**config.mk**
```make
export PLATFORM = sky130hd
export DESIGN_NAME = two_level_letter_priority_queue_flat
export DESIGN_NICKNAME = d
export VERILOG_FILES = /design/src/rtl/tllpq_pkg.sv /design/src/rtl/tllpq_if.sv /design/src/rtl/tllpq_ctrl.sv /design/src/rtl/tllpq_dp.sv /design/src/rtl/two_level_letter_priority_queue.sv /design/src/flat_wrapper.sv
export SDC_FILE = /design/constraint.sdc
export NUM_CORES = 1
export LEC_CHECK = 0
export BUFFER_PORTS_ARGS = -buffer_cell sky130_fd_sc_hd__buf_2
export CAP_MARGIN = 20
export CORE_MARGIN = 2
export CORE_UTILIZATION = 38
export DETAILED_ROUTE_END_ITERATION = 12
export PLACE_DENSITY = 0.64
export SETUP_SLACK_MARGIN = 0.02
export SYNTH_ARGS = -nofsm -noshare
export SYNTH_HDL_FRONTEND = slang
export SYNTH_SLANG_ARGS = --single-unit
```
**constraint.sdc**
```tcl
create_clock -name clk -period 3.2 [get_ports clk]
set_input_delay 0.32 -clock clk [delete_from_list [all_inputs] [get_ports clk]]
set_output_delay 0.32 -clock clk [all_outputs]
set_load 0.05 [all_outputs]
```
**src/rtl/tllpq_pkg.sv**
```systemverilog
`timescale 1ns / 1ps
package tllpq_pkg;

  localparam int CHAR_W   = 8;
  localparam int STATUS_W = 2;
  localparam int LEVEL_W  = 5;

  localparam logic [CHAR_W-1:0] UPPER_FIRST = 8'd65;
  localparam logic [CHAR_W-1:0] UPPER_LAST  = 8'd90;
  localparam logic [CHAR_W-1:0] LOWER_FIRST = 8'd97;
  localparam logic [CHAR_W-1:0] LOWER_LAST  = 8'd122;
  localparam logic [CHAR_W-1:0] CHAR_NONE   = 8'd0;

  localparam logic MODE_ENQ = 1'b0;
  localparam logic MODE_DEQ = 1'b1;

  typedef enum logic [STATUS_W-1:0] {
    ST_OK,
    ST_NOT_LETTER,
    ST_FULL,
    ST_EMPTY
  } status_t;

  typedef enum logic [1:0] {
    SRC_NONE,
    SRC_UPPER,
    SRC_LOWER
  } src_t;

  typedef enum logic [1:0] {
    S_IDLE,
    S_EXEC,
    S_DELIVER
  } state_t;

  typedef struct packed {
    logic capture;
    logic exec;
    logic load;
  } cmd_t;

  typedef struct packed {
    logic slot_free;
  } stat_t;

endpackage

```
**src/rtl/tllpq_if.sv**
```systemverilog
`timescale 1ns / 1ps
interface tllpq_in_if import tllpq_pkg::*; ();
  logic              valid;
  logic              ready;
  logic              mode;
  logic [CHAR_W-1:0] char_in;

  modport source (output valid, output mode, output char_in, input ready);
  modport sink   (input valid, input mode, input char_in, output ready);
endinterface

interface tllpq_out_if import tllpq_pkg::*; ();
  logic                valid;
  logic                ready;
  logic [CHAR_W-1:0]   char_out;
  logic [STATUS_W-1:0] status;
  logic [LEVEL_W-1:0]  upper_level;
  logic [LEVEL_W-1:0]  lower_level;

  modport source (output valid, output char_out, output status, output upper_level,
                  output lower_level, input ready);
  modport sink   (input valid, input char_out, input status, input upper_level,
                  input lower_level, output ready);
endinterface

```
**src/rtl/tllpq_ctrl.sv**
```systemverilog
`timescale 1ns / 1ps
module tllpq_ctrl import tllpq_pkg::*; (
  input  logic  clk,
  input  logic  rst,
  input  logic  in_valid,
  output logic  in_ready,
  input  stat_t stat,
  output cmd_t  cmd
);

  state_t state;
  state_t state_next;

  always_ff @(posedge clk) begin
    if (rst) begin
      state <= S_IDLE;
    end else begin
      state <= state_next;
    end
  end

  always_comb begin
    state_next = state;
    unique case (state)
      S_IDLE: begin
        if (in_valid) state_next = S_EXEC;
      end
      S_EXEC: begin
        state_next = S_DELIVER;
      end
      S_DELIVER: begin
        if (stat.slot_free) state_next = S_IDLE;
      end
      default: begin
        state_next = S_IDLE;
      end
    endcase
  end

  always_comb begin
    in_ready    = (state == S_IDLE);
    cmd.capture = (state == S_IDLE) && in_valid;
    cmd.exec    = (state == S_EXEC);
    cmd.load    = (state == S_DELIVER) && stat.slot_free;
  end

`ifndef ASSERT_OFF
  a_exec_follows_capture: assert property (@(posedge clk) disable iff (rst)
    cmd.capture |=> cmd.exec)
    else $error("execute step did not follow a transfer");
  a_no_capture_while_busy: assert property (@(posedge clk) disable iff (rst)
    (state != S_IDLE) |-> !cmd.capture)
    else $error("input captured while an item is in flight");
`endif

endmodule

```
**src/rtl/tllpq_dp.sv**
```systemverilog
`timescale 1ns / 1ps
module tllpq_dp import tllpq_pkg::*; #(
  parameter int QUEUE_DEPTH = 16
) (
  input  logic                clk,
  input  logic                rst,
  input  cmd_t                cmd,
  output stat_t               stat,
  input  logic                mode,
  input  logic [CHAR_W-1:0]   char_in,
  output logic                out_valid,
  input  logic                out_ready,
  output logic [CHAR_W-1:0]   char_out,
  output logic [STATUS_W-1:0] status,
  output logic [LEVEL_W-1:0]  upper_level,
  output logic [LEVEL_W-1:0]  lower_level
);

  localparam int IDX_W = (QUEUE_DEPTH > 1) ? $clog2(QUEUE_DEPTH) : 1;
  localparam int CNT_W = $clog2(QUEUE_DEPTH + 1);
  localparam int EXT_W = (CNT_W > LEVEL_W) ? CNT_W : LEVEL_W;
  localparam logic [CNT_W-1:0] FULL_CNT = CNT_W'(QUEUE_DEPTH);
  localparam logic [IDX_W:0]   DEPTH_X  = (IDX_W + 1)'(QUEUE_DEPTH);
  localparam logic [IDX_W-1:0] LAST_IDX = IDX_W'(QUEUE_DEPTH - 1);

  logic [CHAR_W-1:0] upper_mem [QUEUE_DEPTH];
  logic [CHAR_W-1:0] lower_mem [QUEUE_DEPTH];
  logic [CHAR_W-1:0] upper_rd;
  logic [CHAR_W-1:0] lower_rd;

  logic              mode_q;
  logic [CHAR_W-1:0] char_q;

  logic [IDX_W-1:0] upper_head, upper_head_next;
  logic [IDX_W-1:0] lower_head, lower_head_next;
  logic [CNT_W-1:0] upper_count, upper_count_next;
  logic [CNT_W-1:0] lower_count, lower_count_next;
  status_t          res_status, res_status_next;
  src_t             res_src, res_src_next;

  logic             is_upper, is_lower;
  logic             upper_we, lower_we, upper_re, lower_re;
  logic [IDX_W:0]   upper_sum, lower_sum;
  logic [IDX_W-1:0] upper_tail, lower_tail;
  logic [EXT_W-1:0] upper_ext, lower_ext;

  always_ff @(posedge clk) begin
    if (cmd.capture) begin
      mode_q <= mode;
      char_q <= char_in;
    end
  end

  always_comb begin
    is_upper  = (char_q >= UPPER_FIRST) && (char_q <= UPPER_LAST);
    is_lower  = (char_q >= LOWER_FIRST) && (char_q <= LOWER_LAST);
    upper_sum = {1'b0, upper_head} + (IDX_W + 1)'(upper_count);
    lower_sum = {1'b0, lower_head} + (IDX_W + 1)'(lower_count);
    upper_tail = (upper_sum >= DEPTH_X) ? IDX_W'(upper_sum - DEPTH_X) : upper_sum[IDX_W-1:0];
    lower_tail = (lower_sum >= DEPTH_X) ? IDX_W'(lower_sum - DEPTH_X) : lower_sum[IDX_W-1:0];
  end

  always_comb begin
    upper_head_next  = upper_head;
    lower_head_next  = lower_head;
    upper_count_next = upper_count;
    lower_count_next = lower_count;
    res_status_next  = res_status;
    res_src_next     = res_src;
    upper_we = 1'b0;
    lower_we = 1'b0;
    upper_re = 1'b0;
    lower_re = 1'b0;
    if (cmd.exec) begin
      res_status_next = ST_OK;
      res_src_next    = SRC_NONE;
      if (mode_q == MODE_ENQ) begin
        priority if (is_upper) begin
          if (upper_count == FULL_CNT) begin
            res_status_next = ST_FULL;
          end else begin
            upper_we         = 1'b1;
            upper_count_next = upper_count + 1'b1;
          end
        end else if (is_lower) begin
          if (lower_count == FULL_CNT) begin
            res_status_next = ST_FULL;
          end else begin
            lower_we         = 1'b1;
            lower_count_next = lower_count + 1'b1;
          end
        end else begin
          res_status_next = ST_NOT_LETTER;
        end
      end else begin
        priority if (upper_count != '0) begin
          upper_re         = 1'b1;
          res_src_next     = SRC_UPPER;
          upper_count_next = upper_count - 1'b1;
          upper_head_next  = (upper_head == LAST_IDX) ? '0 : upper_head + 1'b1;
        end else if (lower_count != '0) begin
          lower_re         = 1'b1;
          res_src_next     = SRC_LOWER;
          lower_count_next = lower_count - 1'b1;
          lower_head_next  = (lower_head == LAST_IDX) ? '0 : lower_head + 1'b1;
        end else begin
          res_status_next = ST_EMPTY;
        end
      end
    end
  end

  always_ff @(posedge clk) begin
    if (rst) begin
      upper_head  <= '0;
      lower_head  <= '0;
      upper_count <= '0;
      lower_count <= '0;
      res_status  <= ST_OK;
      res_src     <= SRC_NONE;
    end else begin
      upper_head  <= upper_head_next;
      lower_head  <= lower_head_next;
      upper_count <= upper_count_next;
      lower_count <= lower_count_next;
      res_status  <= res_status_next;
      res_src     <= res_src_next;
    end
  end

  always_ff @(posedge clk) begin
    if (upper_we) upper_mem[upper_tail] <= char_q;
    if (upper_re) upper_rd <= upper_mem[upper_head];
  end

  always_ff @(posedge clk) begin
    if (lower_we) lower_mem[lower_tail] <= char_q;
    if (lower_re) lower_rd <= lower_mem[lower_head];
  end

  assign stat.slot_free = !out_valid || out_ready;
  assign upper_ext = EXT_W'(upper_count);
  assign lower_ext = EXT_W'(lower_count);

  always_ff @(posedge clk) begin
    if (rst) begin
      out_valid <= 1'b0;
    end else if (cmd.load) begin
      out_valid <= 1'b1;
    end else if (out_ready) begin
      out_valid <= 1'b0;
    end
  end

  always_ff @(posedge clk) begin
    if (cmd.load) begin
      unique case (res_src)
        SRC_UPPER: char_out <= upper_rd;
        SRC_LOWER: char_out <= lower_rd;
        default:   char_out <= CHAR_NONE;
      endcase
      status      <= res_status;
      upper_level <= upper_ext[LEVEL_W-1:0];
      lower_level <= lower_ext[LEVEL_W-1:0];
    end
  end

`ifndef ASSERT_OFF
  a_count_bound: assert property (@(posedge clk) disable iff (rst)
    (upper_count <= FULL_CNT) && (lower_count <= FULL_CNT))
    else $error("queue count beyond depth");
  a_dequeue_upper_first: assert property (@(posedge clk) disable iff (rst)
    (cmd.exec && mode_q == MODE_DEQ && upper_count != '0) |=>
      (upper_count == $past(upper_count) - 1'b1) && (lower_count == $past(lower_count)))
    else $error("dequeue did not take from the high-priority queue");
  a_full_holds: assert property (@(posedge clk) disable iff (rst)
    (cmd.exec && mode_q == MODE_ENQ && is_upper && upper_count == FULL_CNT) |=>
      $stable(upper_count) && res_status == ST_FULL)
    else $error("enqueue into full queue was not dropped");
  a_load_needs_slot: assert property (@(posedge clk) disable iff (rst)
    cmd.load |-> stat.slot_free)
    else $error("result loaded over a pending transfer");
`endif

endmodule

```
**src/rtl/two_level_letter_priority_queue.sv**
```systemverilog
// Flow: an input transfer is followed by the execute step and then the deliver step,
//   which loads the result once the output slot is free. A new item is taken only
//   after the last one is loaded; capture, execute and deliver run in turn, and a
//   dequeue's registered store read lands in execute, so deliver picks it up free.
// Reset (rst, synchronous, active high) clears both queues' heads and counts and the
//   output valid; the stores are not cleared and need no clearing pass.
`timescale 1ns / 1ps
module two_level_letter_priority_queue import tllpq_pkg::*; #(
  parameter int QUEUE_DEPTH = 16
) (
  input logic         clk,
  input logic         rst,
  tllpq_in_if.sink    in_ch,
  tllpq_out_if.source out_ch
);

  cmd_t  cmd;
  stat_t stat;

  tllpq_ctrl u_ctrl (
    .clk      (clk),
    .rst      (rst),
    .in_valid (in_ch.valid),
    .in_ready (in_ch.ready),
    .stat     (stat),
    .cmd      (cmd)
  );

  tllpq_dp #(
    .QUEUE_DEPTH (QUEUE_DEPTH)
  ) u_dp (
    .clk         (clk),
    .rst         (rst),
    .cmd         (cmd),
    .stat        (stat),
    .mode        (in_ch.mode),
    .char_in     (in_ch.char_in),
    .out_valid   (out_ch.valid),
    .out_ready   (out_ch.ready),
    .char_out    (out_ch.char_out),
    .status      (out_ch.status),
    .upper_level (out_ch.upper_level),
    .lower_level (out_ch.lower_level)
  );

endmodule
```
**src/flat_wrapper.sv**
```systemverilog
// flat-port wrapper written by rule: the top's interface ports become plain ports
module two_level_letter_priority_queue_flat import tllpq_pkg::*;
#(
  parameter int QUEUE_DEPTH = 16
)
  (clk, rst, in_ch_valid, in_ch_mode, in_ch_char_in, in_ch_ready, out_ch_valid, out_ch_char_out, out_ch_status, out_ch_upper_level, out_ch_lower_level, out_ch_ready);
  tllpq_in_if in_ch_i ();
  tllpq_out_if out_ch_i ();
  input logic clk;
  input logic rst;
  input wire logic [$bits(in_ch_i.valid)-1:0] in_ch_valid;
  input wire logic [$bits(in_ch_i.mode)-1:0] in_ch_mode;
  input wire logic [$bits(in_ch_i.char_in)-1:0] in_ch_char_in;
  output wire logic [$bits(in_ch_i.ready)-1:0] in_ch_ready;
  output wire logic [$bits(out_ch_i.valid)-1:0] out_ch_valid;
  output wire logic [$bits(out_ch_i.char_out)-1:0] out_ch_char_out;
  output wire logic [$bits(out_ch_i.status)-1:0] out_ch_status;
  output wire logic [$bits(out_ch_i.upper_level)-1:0] out_ch_upper_level;
  output wire logic [$bits(out_ch_i.lower_level)-1:0] out_ch_lower_level;
  input wire logic [$bits(out_ch_i.ready)-1:0] out_ch_ready;
  assign in_ch_i.valid = in_ch_valid;
  assign in_ch_i.mode = in_ch_mode;
  assign in_ch_i.char_in = in_ch_char_in;
  assign in_ch_ready = in_ch_i.ready;
  assign out_ch_valid = out_ch_i.valid;
  assign out_ch_char_out = out_ch_i.char_out;
  assign out_ch_status = out_ch_i.status;
  assign out_ch_upper_level = out_ch_i.upper_level;
  assign out_ch_lower_level = out_ch_i.lower_level;
  assign out_ch_i.ready = out_ch_ready;
  two_level_letter_priority_queue #(.QUEUE_DEPTH(QUEUE_DEPTH)) u_core (.clk(clk), .rst(rst), .in_ch(in_ch_i), .out_ch(out_ch_i));
endmodule
```
; ---- After elaboration in Yosys (flattened, before gate mapping)
; Memory sizes are Yosys's and may differ from the RTL's. A register that Yosys moved wholly into a read port is not among the register bits.
; Cells that the tools add are included.
[totals]
register_bits = 54
ramBits = 256
out_inout_bits = 22
mem_count = 2
[op_classes]
add_sub_neg = 10
magnitude_cmp = 6
n_eq_ne = 16
n_mux = 50
n_bitwise = 1
n_reduce_logical = 17
[mem_list]
columns = memory, depth, word_bits, read_ports, rd_ports_with_merged_regs, write_ports, line_no
row1 = u_core.u_dp.lower_mem, 16, 8, 1, 1, 1, tllpq_dp.sv:27  ; logic [CHAR_W-1:0] lower_mem [QUEUE_DEPTH];
row2 = u_core.u_dp.upper_mem, 16, 8, 1, 1, 1, tllpq_dp.sv:26  ; logic [CHAR_W-1:0] upper_mem [QUEUE_DEPTH];
[op_table]
columns = op, n
row1 = 5-bit two-way mux, 10
row2 = 2-bit two-way mux, 12
row3 = 1-bit two-way mux, 22
row4 = "8-bit by 7-bit greater-or-equal comparator with 1-bit output, second input constant", 2
row5 = "8-bit by 7-bit less-or-equal comparator with 1-bit output, second input constant", 2
row6 = 4-bit two-way mux, 4
row7 = 8-bit one-hot mux with 2 select lines, 1
row8 = "2-bit != test, second input constant", 6
row9 = 4-bit by 5-bit adder with 5-bit output, 2
row10 = "5-bit by 1-bit adder with 5-bit output, second input constant", 2
row11 = "5-bit equality test, second input constant", 2
row12 = "5-bit greater-or-equal comparator, second input constant", 2
row13 = 5-bit nonzero test, 2
row14 = "5-bit by 1-bit subtractor with 5-bit output, second input constant", 2
row15 = "4-bit by 1-bit adder with 4-bit output, second input constant", 2
row16 = "4-bit equality test, second input constant", 2
row17 = 4-bit AND reduction, 2
row18 = "4-bit by 1-bit subtractor with 4-bit output, second input constant", 2
row19 = 2-bit one-hot mux with 3 select lines, 1
row20 = 6-bit AND reduction, 1
row21 = 2-bit nonzero test, 3
row22 = "2-bit by 1-bit equality test with 1-bit output, second input constant", 2
row23 = "2-bit equality test, second input constant", 2
row24 = 1-bit logical AND, 4
row25 = 7 further kinds, 8

; ---- Logic depth before layout (Yosys ltp)
[logic_depth]
ltp_word = 8
ltp_mapped = 8
mapped_depth_nobuf = 7

; ---- By module
; A second synthesis with hierarchy kept.
[hier_totals]
hier_cells = 725
area_unflattened_um2 = 13203.9
[by_module_without_submodules]
columns = mod, n_inst, cells_per_inst, area_each_um2
row1 = tllpq_dp, 1, 715, 13098.8
row2 = tllpq_ctrl, 1, 10, 105.1

; ---- Least setup slack after synthesis
; Ideal clock, no wire load.
[synth_timing]
path_type = reg-to-reg
from = register u_core.u_dp.char_q[4]
to = memory u_core.u_dp.lower_mem[10][0] (enable)
setup_time_ps = 370
arrival_time_ps = 2225
required_time_ps = 2830
path_slack_ps = 605
path_stages_with_launch = 6
period_less_slack_ps = 2595
cell_sequence = edfxtp_1 > or4_1 > o22ai_1 > nor3_1 > nand4_1 > nor2_1
[synth_between]
elab_chain_cells = 8
[synth_lines]
columns = element, line_no
row1 = from (decl), tllpq_dp.sv:32  ; logic [CHAR_W-1:0] char_q;
row2 = from (signal assigned), tllpq_dp.sv:50  ; char_q <= char_in;
row3 = 8-bit by 7-bit greater-or-equal comparator with 1-bit output / 8-bit by 7-bit less-or-equal comparator with 1-bit output (equally long branches), tllpq_dp.sv:56  ; is_lower = (char_q >= LOWER_FIRST) && (char_q <= LOWER_LAST);
row4 = 1-bit logical AND, tllpq_dp.sv:56
row5 = 1-bit two-way mux, tllpq_dp.sv:85  ; end else if (is_lower) begin
row6 = 1-bit two-way mux (*), tllpq_dp.sv:78  ; priority if (is_upper) begin
row7 = 1-bit two-way mux (*), tllpq_dp.sv:77  ; if (mode_q == MODE_ENQ) begin
row8 = 1-bit two-way mux (*), tllpq_dp.sv:74  ; if (cmd.exec) begin
row9 = 1-bit two-way mux (*), tllpq_dp.sv:137  ; if (lower_we) lower_mem[lower_tail] <= char_q;
row10 = 1-bit two-way mux (not written as such) (*), tllpq_dp.sv:137
row11 = to (decl), tllpq_dp.sv:27
; Every way passes the cells marked *; elsewhere a longest branch is shown, timed or not.

; ---- Worst setup path in the final report
[layout_timing]
from = register u_core.u_dp.char_q[0]
to = memory u_core.u_dp.upper_mem[11][4] (enable)
[layout_between]
elab_chain_cells = 7
[layout_lines]
columns = element, line_no
row1 = 8-bit by 7-bit greater-or-equal comparator with 1-bit output / 8-bit by 7-bit less-or-equal comparator with 1-bit output (equally long branches), tllpq_dp.sv:55  ; is_upper = (char_q >= UPPER_FIRST) && (char_q <= UPPER_LAST);
row2 = 1-bit logical AND (*), tllpq_dp.sv:55
row3 = 1-bit two-way mux (*), tllpq_dp.sv:78
row4 = 1-bit two-way mux (*), tllpq_dp.sv:77
row5 = 1-bit two-way mux (*), tllpq_dp.sv:74
row6 = 1-bit two-way mux (*), tllpq_dp.sv:132  ; if (upper_we) upper_mem[upper_tail] <= char_q;
row7 = 1-bit two-way mux (not written as such) (*), tllpq_dp.sv:132
row8 = to (decl), tllpq_dp.sv:26
; Marks and branches as above.

==> flow_metrics.py <==
metrics = {
    "yosys": {
        "yosys.cell_types.count": 52,
        "synth_nets": 772,
        "syn_inst": 739,
        "seq_area_frac_synth": 0.723,
        "async_reset_ff_frac": 0,
        "synth_area_mm2": 0.0132,
        "ys.flop_type": "edfxtp_1",
        "synth_edf_count": 301,
        "yosysWarnings": 0,
        "avgSynthCellArea_um2": 17.9,
        "ys_seq_elements": 326,
    },
    "detailed_routing": {
        "wl_per_cell_um": 20.6,
        "dr.pass1.iters": 5,
        "remaining_drc_errors": 0,
        "drtIter0Drc": 564,
        "ant_nets": 0,
        "wl_mm": 26.7,
        "vias_per_cell": 5.25,
        "vias": 6800,
    },
    "grt": {
        "grt_overflow": 0,
        "grt_max_degree": 38,
        "grt_pass1_vias": 6634,
        "antenna_found_initial": 0,
        "grt_usage": 0.150,
        "grt_pass1_wl_mm": 40.9,
    },
    "status": {
        "status": "complete, no violations",
    },
    "sta": {
        "drv_slew": 0,
        "min_period_ns": 2.70,
        "slew_headroom": 0.301,
        "worstMarginPinSlew_ns": 1.04,
        "finalHoldViolations": 0,
        "timing.setup.tns_ns": 0,
        "finClkSkew_ns": 0.0106,
        "setup_viol": 0,
        "fin_crit_sh": 0.845,
        "max_clock_freq_mhz": 370,
        "rsz0062_at_grt": "false",
    },
    "floorplanning": {
        "start_util": 0.384,
        "io-pin-count": 35,
        "die_w_um": 190,
        "die_y_um": 190,
        "num_rows": 68,
        "die_area_mm2": 0.0363,
        "core-area_mm2": 0.0344,
    },
    "pwr": {
        "leakage_nw": 4.77,
        "irDropWorstVdd_mv": 0.291,
        "clkPwrFrac": 0.424,
        "switchingPower_mw": 1.81,
        "netSwitchingFraction": 0.205,
        "powerDensity_mw_per_mm2": 580,
        "pwr-share-comb": 0.040,
        "p_seq_frac": 0.536,
        "intPower_mw": 7.01,
    },
    "setup_path": {
        "r2r_cells": 8,
        "arrival_ns": 2.83,
        "reg2reg_slack_ns": 0.50,
        "critPathRequiredTime_ns": 3.33,
        "critical_path.endpoint_type": "register",
        "critPathKind": "reg -> reg",
        "worstReg2RegStart": "u_core.u_dp.char_q[0]",
        "cp-endpoint": "u_core.u_dp.upper_mem[11][4]",
        "r2r-end": "u_core.u_dp.upper_mem[11][4]",
        "startpoint_type": "register",
        "crit_start": "u_core.u_dp.char_q[0]",
        "cp_max_fo": 17,
    },
    "layout": {
        "stdcell_count": 1295,
        "layout-drive-gt1-share": 0.231,
        "n_antenna_cell": 0,
        "area_growth_pct": 15.2,
        "nNetsFinal": 850,
    },
    "run": {
        "cap_violations": 0,
    },
    "clocking": {
        "cts_setup_buffers": 0,
        "clk_pin_slew_ns": 0.06,
        "cts_tree": "done",
        "root_buffer": "clkbuf_16",
        "worstSkewPairLatency_ns": 0.51,
        "clock_sinks": 326,
        "clock_path_buffers": 3,
        "numCtsBuffers": 34,
        "ctsResizeCount": 0,
        "htreeDepth": 2,
    },
    "place": {
        "dp_cells": 1229,
        "post-dp-hpwl_mm": 17.1,
        "gp_congestion": 0.815,
        "io_buffers": 34,
    },
    "hold_path": {
        "hp-class": "in -> reg",
    },
}
-- power groups by stage --
stage,sequential (mW),clock (mW),combinational (mW)
final,4.72,3.74,0.351
after global routing,4.72,3.98,0.382
after CTS,4.72,3.83,0.352
after detailed placement,4.81,0,0.345
after global placement,4.81,0,0.342
after floorplan,4.85,0,0.177
-- cell usage after synthesis (9+ instances only) --
master,number,area (um2)
inv_1,11,41.3
mux4_2,64,1440
nor2b_1,22,138
xnor2_1,11,96.3
nand4_1,9,56.3
nand2_1,26,97.6
a211oi_1,17,128
edfxtp_1,301,9040
mux2i_1,22,220
nor2_1,57,214
a21oi_1,31,155
dfxtp_1,25,500
ha_1,16,200
clkbuf_1,23,86.3
-- how the worst min path moves through the flow --
stage,from,to,slack (ns),cells after the start
2_1_floorplan,u_core.u_dp.res_status[0],u_core.u_dp.status[0],0.41,0
3_3_place_gp,u_core.u_dp.res_status[0],u_core.u_dp.status[0],0.42,0
3_5_place_dp,u_core.u_dp.res_status[0],u_core.u_dp.status[0],0.43,0
4_1_cts,in_ch_mode,u_core.u_dp.mode_q,0.003,1
5_1_grt,in_ch_char_in[5],u_core.u_dp.char_q[5],0.005,1
6_report,in_ch_mode,u_core.u_dp.mode_q,0.02,1
-- registers in the layout, summed over array words and instances, names as in the netlist --
signal                   cells
u_core.u_dp.upper_count      5
u_core.u_dp.lower_mem      128
u_core.u_dp.lower_head       4
u_core.u_dp.out_valid        1
u_core.u_dp.lower_level      5
u_core.u_dp.upper_level      5
u_core.u_dp.res_src          2
u_core.u_dp.upper_mem      128
u_core.u_dp.status           2
u_core.u_dp.char_out         8
u_core.u_dp.lower_rd         8
u_core.u_dp.upper_rd         8
u_core.u_ctrl.state          2
u_core.u_dp.char_q           8
u_core.u_dp.mode_q           1
u_core.u_dp.lower_count      5
u_core.u_dp.upper_head       4
u_core.u_dp.res_status       2
-- layout make-up --
class / instances / area (um2)
flip-flops and latches: 326 / 9540
clock inverters: 15 / 106
repair buffers: 77 / 510
inverters: 12 / 45.0
well taps: 455 / 569
clock buffers: 44 / 962
fillers: 2957 / 19200
multi-input cells: 366 / 3470
-- metrics by stage --
step | setup WS, ns | hold slack (ns) | utilization | cell area [um2] | power (mW)
finish | 0.497 | 0.0218 | 0.442 | 15200 | 8.81
global route | 0.344 | 0.00535 | 0.442 | 15200 | 9.08
CTS | 0.490 | 0.00263 | 0.442 | 15200 | 8.90
detailed placement | 0.506 | 0.433 | 0.409 | 14100 | 5.16
global placement | 0.516 | 0.424 | 0.409 | 14100 | 5.15
floorplan | 0.605 | 0.408 | - | 13200 | 5.03
-- what timing repair did --
action	in CTS	in global routing
hold buffers	7	0
endpoints found under the setup margin	0	0
endpoints found under the hold margin	7	0
-- logic make-up after synthesis --
group | synth area share
compound gates | 0.0499
buf+inv | 0.0146
fa+ha+maj | 0.0212
xor+xnor | 0.0113
flops | 0.723
simple gates | 0.0546
mux | 0.126
-- layer usage --
layer	up-vias	global-route usage	routed length, um
met2	192	0.217	11700
li1	3113	-	-
met5	-	0	0
met4	0	0.0438	586
met3	40	0.0213	1310
met1	3455	0.234	13200
-- cell usage in the layout, fill, tap and decap left out, types with 3 or more instances in the layout --
cell type      count
inv_1             11
a21o_1             3
clkinv_2           4
nand4_1            9
nor2_1            57
dfxtp_1           23
nor3_1             8
clkinvlp_4         5
clkinv_1           6
mux4_2            64
o21ai_0            3
clkbuf_1           6
o211ai_1           3
and2_1             5
xor2_1             6
a211oi_1          17
a22oi_1            8
nor2b_1           21
nand2_1           26
ha_1              16
fa_1               4
buf_4             36
or4_1              3
buf_2             34
nand3_1            8
a31oi_1            5
mux2i_1           22
xnor2_1           11
a21oi_1           31
nand2b_1           4
dlygate4sd3_1      7
edfxtp_1         301
o31ai_1            6
clkbuf_16         37
-- critical path: stages, from the launching register on --
cell and delay, ns:
edfxtp_1 0.37, buf_4 0.23, or4_1 0.16, o22ai_1 0.15
nor3_1 0.32, buf_4 0.20, nand4_1 0.09, buf_4 0.20
nor2_1 0.59
Power figures use the tool's default switching activity.
